<file path="src/sv/tds_pkg.sv">
// ----------------------------------------------------------------------------
// tds_pkg
// Shared types and constants of the timeout deadline scheduler.
// ----------------------------------------------------------------------------
package tds_pkg;

  localparam int TIME_W   = 64;
  localparam int CLIENT_W = 6;
  localparam int NPT_W    = 10;
  localparam int FUNC_W   = 2;
  localparam int KIND_W   = 2;

  // Reset value of the nanoseconds-per-tick register (50 MHz clock).
  localparam logic [NPT_W-1:0] NS_PER_TICK_RESET = 10'd20;

  // Request codes.
  localparam logic [FUNC_W-1:0] FUNC_TICK = 2'd0;
  localparam logic [FUNC_W-1:0] FUNC_GET  = 2'd1;
  localparam logic [FUNC_W-1:0] FUNC_SET  = 2'd2;
  localparam logic [FUNC_W-1:0] FUNC_NONE = 2'd3;

  // Result codes.
  localparam logic [KIND_W-1:0] KIND_TIME   = 2'd0;
  localparam logic [KIND_W-1:0] KIND_EXPIRY = 2'd1;
  localparam logic [KIND_W-1:0] KIND_REJECT = 2'd2;

  typedef enum logic [1:0] {
    ST_IDLE,
    ST_RECALC,
    ST_ACT,
    ST_POP
  } state_t;

  // One pending deadline.
  typedef struct packed {
    logic [TIME_W-1:0]   deadline;
    logic [CLIENT_W-1:0] owner;
  } entry_t;

  // Command broadcast to every cell of the chain.
  typedef struct packed {
    logic                ins;
    logic                pop;
    logic [TIME_W-1:0]   key;
    logic [CLIENT_W-1:0] owner;
  } cell_ctl_t;

endpackage

</file>
<file path="src/sv/tds_cell.sv">
// ----------------------------------------------------------------------------
// tds_cell
// One slot of the sorted deadline chain.
// ----------------------------------------------------------------------------
module tds_cell (
  input  logic               clk,
  input  tds_pkg::cell_ctl_t ctl,
  input  logic               occ,
  input  tds_pkg::entry_t    left_entry,
  input  logic               left_gt,
  input  tds_pkg::entry_t    right_entry,
  output tds_pkg::entry_t    entry,
  output logic               gt
);

  tds_pkg::entry_t entry_r;
  tds_pkg::entry_t entry_nxt;

  // An empty slot, or one whose deadline is later than the key, lies behind
  // the new entry. Equal deadlines stay ahead so ties keep insertion order.
  assign gt    = !occ || (entry_r.deadline > ctl.key);
  assign entry = entry_r;

  always_comb begin
    entry_nxt = entry_r;
    if (ctl.pop) begin
      entry_nxt = right_entry;
    end else if (ctl.ins && gt) begin
      if (left_gt) begin
        entry_nxt = left_entry;
      end else begin
        entry_nxt.deadline = ctl.key;
        entry_nxt.owner    = ctl.owner;
      end
    end
  end

  always_ff @(posedge clk) begin
    entry_r <= entry_nxt;
  end

endmodule

</file>
<file path="config.mk">
export PLATFORM = sky130hd
export DESIGN_NAME = tds_cell
export DESIGN_NICKNAME = d
export VERILOG_FILES = /design/src/sv/tds_pkg.sv /design/src/sv/tds_cell.sv
export SDC_FILE = /design/constraint.sdc
export NUM_CORES = 1
export LEC_CHECK = 0
export BUFFER_PORTS_ARGS = -buffer_cell sky130_fd_sc_hd__buf_2
export CAP_MARGIN = 20
export CORE_AREA = 2 2 109 111
export DETAILED_ROUTE_END_ITERATION = 8
export DIE_AREA = 0 0 111 113
export PLACE_DENSITY = 0.82
export SKIP_LAST_GASP = 1
export SYNTH_ARGS = -nofsm -noshare
export SYNTH_HDL_FRONTEND = slang
export SYNTH_SLANG_ARGS = --single-unit
export TNS_END_PERCENT = 10
</file>
<file path="constraint.sdc">
create_clock -name clk -period 16.7 [get_ports clk]
set_clock_uncertainty 0.2 [all_clocks]
set_input_delay 1.67 -clock clk [delete_from_list [all_inputs] [get_ports clk]]
set_output_delay 1.67 -clock clk [all_outputs]
set_load 0.02 [all_outputs]
</file>
==> results of run 1 <==
final timing paths:
check | startpoint | endpoint | slack (ps) | depth (start not counted)
max | ctl[65] | gt | 10690 | 10
min | entry[69] | entry[6] | 1100 | 5
max reg2reg | entry[68] | entry[52] | 12750 | 8
min reg2reg | entry[69] | entry[6] | 1100 | 5
where the power goes:
| group | switching, mW | total (mW) | internal [mW] |
|---|---|---|---|
| clock | 0.0724 | 0.217 | 0.145 |
| combinational | 0.0979 | 0.167 | 0.0690 |
| sequential | 0.0109 | 0.231 | 0.220 |
| total | 0.181 | 0.615 | 0.434 |
metrics by stage:
| step | total power [mW] | instance area (sq um) | hold WS (ps) | utilization, % |
|---|---|---|---|---|
| 3_5_place_dp | 0.401 | 6730 | 1400 | 59.7 |
| 3_3_place_gp | 0.395 | 6730 | 1380 | 59.7 |
| 4_1_cts | 0.619 | 7070 | 1400 | 62.7 |
| 5_1_grt | 0.647 | 7100 | 1260 | 63.0 |
| 6_report | 0.615 | 7100 | 1100 | 63.0 |
| 2_1_floorplan | 0.332 | 5180 | 1660 | - |
cell usage in the layout, fill, tap and decap left out, types with 2 or more instances in the layout:
cell type,count
a21oi_1,29
edfxtp_1,70
buf_2,283
o21ai_1,2
buf_4,5
nand3_1,4
clkinv_2,3
nand2_1,92
nand4_1,10
mux2i_1,70
clkbuf_16,9
o21ai_0,82
and4_1,2
nor2_1,6
a21o_1,3
nand2b_1,2
bufinv_16,3
a22oi_1,2
inv_1,69
ha_1,64
nor4_1,2
nor3_1,2
layout make-up:
type	count	area (sq um)	area share, %
multi-input combinational	385	2740	38.6
timing repair buffer	289	1480	20.9
tap	143	179	2.52
inverter	69	259	3.65
clock buffer	9	225	3.17
clock inverter	7	113	1.59
sequential	70	2100	29.6
tightest hold or removal path, cell delays in order, from the launching register on:
cell and delay, ps:
edfxtp_1 360, ha_1 150, a21oi_1 60, o211ai_1 90
nor4_1 100, o21ai_4 390
synthesized netlist by cell type (all sizes together):
cell type and number:
buf 7, nand4 11, mux2i 70, inv 69
a31oi 1, o21ai 85, o211ai 1, and4bb 1
a21oi 29, nand3 4, nand2 92, nor3b 1
edfxtp 70, a22oi 2, ha 64, nor2 6
and4 2, a211oi 1, a311oi 1, nand2b 2
a21o 3, a41oi 1, nor4 3, a221oi 2
clkbuf 16, nor3 2, or4 1
per-layer routing:
layer / GRT usage [%] / wire (um) / up-vias
met4: 8.67 / 257 / 2
met2: 42.7 / 7400 / 204
met1: 27.4 / 6010 / 2214
li1: - / - / 2506
met5: 0 / 13 / -
met3: 4.87 / 1060 / 24
cell families after synthesis:
kind of cell | Yosys count
adder cells (fa/ha/maj) | 64
buffers and inverters | 92
multiplexers | 70
flip-flops | 70
AND/OR/NAND/NOR | 125
AO/OA/AOI/OAI | 126
==> results.py, run 1 <==
metrics = {
    "power_and_ir_drop": {
        "total_leakage_power_nw": 3.76,
        "vdd_ir_drop_max_v": 0.0000480,
        "power.density_nw_per_um2": 86.7,
    },
    "sta": {
        "tightest_slew_ps": 744,
        "setup_tns_ps": 0,
        "max_slew_margin_pct": 50.4,
        "rsz0062_at_grt": "false",
        "timing.final.max_slew_violations": 0,
        "min_period_over_period_pct": 36.0,
        "period_needed_ps": 6010,
        "finalSetupViolCount": 0,
        "postLayoutSetupSlackWorst_ps": 10690,
        "final_hold_viol_count": 0,
        "maximum_clock_frequency_mhz": 166,
    },
    "synthesis": {
        "synth-adder-area-share_pct": 15.4,
        "synth_xor_xnor_area_share_pct": 0,
        "number_of_instances_in_the_synthesized_netlist": 547,
        "yosysTopAreaCell": "edfxtp_1",
        "synth_top_area_share_pct": 40.6,
        "yosys.area_share.simple_pct": 10.7,
        "yosysWarningCount": 0,
        "yosysSeqAreaShare_pct": 40.6,
        "synth.avg_cell_area_sq_um": 9.48,
        "netlist-cell-type-count": 31,
        "synthesis.area_sq_um": 5180,
        "synthesis.nets": 826,
        "synth_seq_cells": 70,
        "synth_compound_gate_area_share_pct": 12.9,
        "synth_top_family_by_area": "adder cells",
        "yosys-mux-area-fraction_pct": 13.5,
        "yosys-top-cells-area": "edfxtp_1 (41%), ha_1 (15%), mux2i_1 (14%)",
    },
    "setup_path": {
        "cp.required_ps": 14830,
        "path_delay_family": "simple AND/OR/NAND/NOR gates",
        "critical-path-top-cell-by-count": "buf_2",
        "setup.worst_path.start_class": "primary input",
        "crit_chain": "buf_2 -> inv_1 -> ha_1 -> nand4_1 -> nor4_2 -> nand3_1 -> a311oi_1 -> nor4_1 -> o21ai_1 -> buf_2",
        "timing.critical_path.arrival_ps": 4140,
        "critical_path_sink_type": "output port",
        "timing.setup.critical_path_class": "in -> out",
        "cp_num_buf_inv": 3,
        "crit_path_slowest_cell": "nor4_2",
        "timing.critical_path.slowest_cell_delay_ps": 600,
        "critical_path_peak_fanout": 4,
    },
    "final_layout": {
        "largest_register_ffs": 70,
        "final_net_count": 1103,
        "area_growth_syn_to_layout_pct": 36.9,
        "final_standard_cell_count_with_taps_included_and_fillers_excluded": 972,
        "final_layout_size_suffix_gt1_share_pct": 37.4,
        "n_fill_cell": 965,
        "antenna_cells_inserted": 0,
    },
    "floorplan": {
        "coreArea_sq_um": 11300,
        "initial_utilization_pct": 46.0,
        "width_of_the_die_um": 111,
        "fp.dieArea_sq_um": 12500,
        "pin_count": 286,
        "die_height_um": 113,
        "rows": 39,
    },
    "global_route": {
        "grt_antenna_before_repair": 1,
        "grt.overflow.total": 0,
        "grt_first_pass_wirelength_mm": 23.5,
        "first_global_vias": 4958,
        "grt_start_max_net_pins": 87,
        "groute.usage.overall_pct": 23.5,
    },
    "job": {
        "max_cap_violations": 0,
    },
    "clock_network": {
        "clk-insertion-delay-late_ps": 330,
        "post_cts_resize_count": 0,
        "htree_levels": 3,
        "postCtsSetupBuffers": 0,
        "tritoncts": "yes",
        "cts_hold_buf": 0,
        "clock-sinks": 70,
        "cts.reportedPaths.clkPinSlew_ps": 60,
        "cts_root_buf": "clkbuf_16",
        "cts_inserted_buffers": 9,
        "clock_path_buffers": 2,
    },
    "place": {
        "post-place-ws_ps": 10590,
        "port-buffer-count": 285,
        "globalplace.congestion": 0.814,
        "placedCellCount": 955,
        "final_hpwl_dp_mm": 11.9,
    },
    "run_status": {
        "outcome": "finished clean",
    },
    "hold_path": {
        "min_path_type": "reg -> reg",
    },
    "drt": {
        "post-route-drc-count": 0,
        "drt-pass1-iter-count": 4,
        "route.detailed.wl_per_inst_um": 15.2,
        "wl_mm": 14.7,
        "drt_iter0_markers": 222,
        "postRouteAntennaNets": 0,
        "total_number_of_vias": 4950,
        "route.detailed.vias_per_inst": 5.09,
    },
}
No activity file was read; power rests on OpenSTA's default activity.
==> run 2, diff against run 1 <==
--- a/config.mk
+++ b/config.mk
@@ -7,10 +7,10 @@
 export LEC_CHECK = 0
 export BUFFER_PORTS_ARGS = -buffer_cell sky130_fd_sc_hd__buf_2
 export CAP_MARGIN = 20
-export CORE_AREA = 2 2 109 111
+export CORE_MARGIN = 2
+export CORE_UTILIZATION = 41
 export DETAILED_ROUTE_END_ITERATION = 8
-export DIE_AREA = 0 0 111 113
-export PLACE_DENSITY = 0.82
+export PLACE_DENSITY = 0.78
 export SKIP_LAST_GASP = 1
 export SYNTH_ARGS = -nofsm -noshare
 export SYNTH_HDL_FRONTEND = slang
==> constraint.sdc (replaced) <==
create_clock -name clk -period 5.3 [get_ports clk]
set_clock_uncertainty 0.2 [all_clocks]
set_input_delay 0.53 -clock clk [delete_from_list [all_inputs] [get_ports clk]]
set_output_delay 0.53 -clock clk [all_outputs]
set_load 0.02 [all_outputs]
==> run 2 against run 1 <==
Compared with the run above:
- utilization is 6.6 points lower
- via count decreased by 0.97%
- combinational power grew to 3.1 times the previous value
- routed wire length fell by 3.2%
- sequential share of layout area is 0.32 points higher
- register-to-register slack worse by 11000 ps
- global-route usage down 2.8 points
- sequential power rose to 3.1 times the previous value
- clock power increased by 140%
- flip-flop and latch count is the same
- setup slack got worse by 9200 ps
- design area decreased by 1.1%
- highest routed layer is now met4
==> results.py, run 2 (same netlist as run 1, synthesis figures left out) <==
metrics = {
    "setup_path": {
        "timing.critical_path.depth": 8,
        "crit_path_slowest_cell": "nor4_2",
        "r2r_setup_slack_ps": 1750,
        "setup.worst_path.start_class": "flop",
        "worstReg2RegEnd": "entry[22]",
        "critical_path_destination": "gt",
        "crit_chain": "ha_1 -> nand4_2 -> nor4_2 -> nand3_1 -> a311oi_1 -> nor4_1 -> o21ai_1 -> buf_2",
        "critical_path_peak_fanout": 4,
        "r2r_cells": 8,
        "critical_path_sink_type": "output port",
        "timing.setup.critical_path_class": "reg -> out",
        "path_delay_family": "simple AND/OR/NAND/NOR gates",
        "timing.critical_path.arrival_ps": 3060,
        "cp_num_buf_inv": 1,
        "cp.required_ps": 4570,
        "timing.critical_path.slowest_cell_delay_ps": 590,
        "timing.critical_path.from": "entry[67]",
        "critical_path.reg2reg.startpoint": "entry[67]",
    },
    "place": {
        "port-buffer-count": 285,
        "final_hpwl_dp_mm": 11.5,
        "detailed_place.area_sq_um": 6780,
        "globalplace.congestion": 0.820,
        "post-place-ws_ps": 1350,
    },
    "floorplan": {
        "fp.dieArea_sq_um": 13600,
        "width_of_the_die_um": 116,
        "die_height_um": 116,
        "rows": 41,
        "pin_count": 286,
        "coreArea_sq_um": 12500,
        "initial_utilization_pct": 41.6,
    },
    "drt": {
        "postRouteAntennaNets": 0,
        "total_number_of_vias": 4902,
        "routed-wl-met2_mm": 7.15,
        "route.detailed.vias_per_inst": 4.91,
        "top_layer_used": "met4",
        "routedLengthMet1_mm": 5.88,
        "route.detailed.wl_per_inst_um": 14.3,
        "route.met3.wl_mm": 1.00,
        "wl_mm": 14.3,
        "drt-pass1-iter-count": 4,
        "post-route-drc-count": 0,
        "drt_iter0_markers": 187,
    },
    "sta": {
        "max_slew_margin_pct": 56.8,
        "finalSetupViolCount": 0,
        "period_needed_ps": 3790,
        "timing.final.max_slew_violations": 0,
        "setup_tns_ps": 0,
        "maximum_clock_frequency_mhz": 264,
        "final_hold_viol_count": 0,
        "min_period_over_period_pct": 71.5,
        "postLayoutSetupSlackWorst_ps": 1510,
        "tightest_slew_ps": 642,
        "rsz0062_at_grt": "false",
    },
    "clock_network": {
        "cts.reportedPaths.clkPinSlew_ps": 50,
        "cts_hold_buf": 0,
        "htree_levels": 3,
        "post_cts_resize_count": 0,
        "cts_root_buf": "clkbuf_16",
        "tritoncts": "yes",
        "clk-insertion-delay-late_ps": 340,
        "postCtsSetupBuffers": 0,
        "clock-sinks": 70,
        "cts_inserted_buffers": 9,
        "clock_path_buffers": 2,
    },
    "power_and_ir_drop": {
        "vdd_ir_drop_max_v": 0.000159,
        "combPwrFrac_pct": 29.4,
        "clock_power_share_pct": 29.6,
        "power.density_nw_per_um2": 252,
        "switching_power_mw": 0.554,
        "switching_power_as_a_share_of_total_power_pct": 31.3,
        "total_leakage_power_nw": 3.71,
        "internal_power_mw": 1.22,
        "seqPwrFrac_pct": 41.0,
    },
    "global_route": {
        "groute.usage.overall_pct": 20.7,
        "grt_first_pass_wirelength_mm": 21.3,
        "grt_antenna_before_repair": 0,
        "first_global_vias": 4546,
        "grt.overflow.total": 0,
        "grt_start_max_net_pins": 79,
    },
    "final_layout": {
        "antenna_cells_inserted": 0,
        "regArea_sq_um": 2100,
        "largest_register_ffs": 70,
        "final_design_area_no_fill_sq_um": 7020,
        "layout_commonest_cell": "buf_2",
        "mostFrequentLayoutCells": "buf_2 (283), nand2_1 (92), o21ai_0 (82)",
        "final_net_count": 1103,
        "n_fill_cell": 1167,
        "multi_input_gate_area_sq_um": 2740,
        "final_layout_size_suffix_gt1_share_pct": 36.9,
        "area_growth_syn_to_layout_pct": 35.5,
    },
    "hold_path": {
        "min_path_type": "in -> reg",
    },
    "run_status": {
        "outcome": "finished clean",
    },
    "job": {
        "max_cap_violations": 0,
    },
}
-- run 2: per-stage QoR --
| step | power (mW) | util [%] | instances | hold slack (ps) |
|---|---|---|---|---|
| after floorplan | 1.04 | - | 547 | 517 |
| after global placement | 1.25 | 54.4 | 985 | 606 |
| after global routing | 1.88 | 56.3 | 999 | 272 |
| after CTS | 1.79 | 56.3 | 999 | 251 |
| final | 1.77 | 56.3 | 999 | 266 |
| after detailed placement | 1.26 | 54.4 | 985 | 612 |
-- run 2: area by class of cell --
cell class / instances / share of cell area, %
clock buffer: 11 / 3.31
sequential: 70 / 29.9
multi-input combinational: 385 / 39.0
timing repair buffer: 289 / 20.8
tap: 172 / 3.06
inverter: 69 / 3.69
clock inverter: 3 / 0.196
-- run 2: how the worst min path moves through the flow --
stage / start / endpoint / slack (ps) / depth (start not counted)
after floorplan: right_entry[67] / entry[67] / 520 / 2
after global placement: right_entry[67] / entry[67] / 610 / 3
after detailed placement: right_entry[15] / entry[15] / 610 / 3
after CTS: right_entry[15] / entry[15] / 250 / 3
after global routing: right_entry[12] / entry[12] / 270 / 3
final: right_entry[15] / entry[15] / 270 / 3
-- run 2: worst reg2reg max path, stage by stage, from the launching register on --
cell and delay, ps:
edfxtp_1 400, ha_1 320, nand4_2 130, nor4_2 590, nand3_1 230, a311oi_1 430
nor4_1 180, o21ai_4 180, buf_4 500
-- run 2: metal layers --
metal	track usage (%)	up-vias
met5	0	-
li1	-	2504
met1	25.0	2187
met3	4.05	14
met2	35.9	197
met4	8.73	0
-- run 2: power by group through the flow --
stage	Combinational, mW	Sequential (mW)	Clock, mW
2_1_floorplan	0.227	0.817	0
3_3_place_gp	0.513	0.735	0
3_5_place_dp	0.523	0.737	0
4_1_cts	0.526	0.726	0.542
5_1_grt	0.582	0.735	0.561
6_report	0.520	0.726	0.524
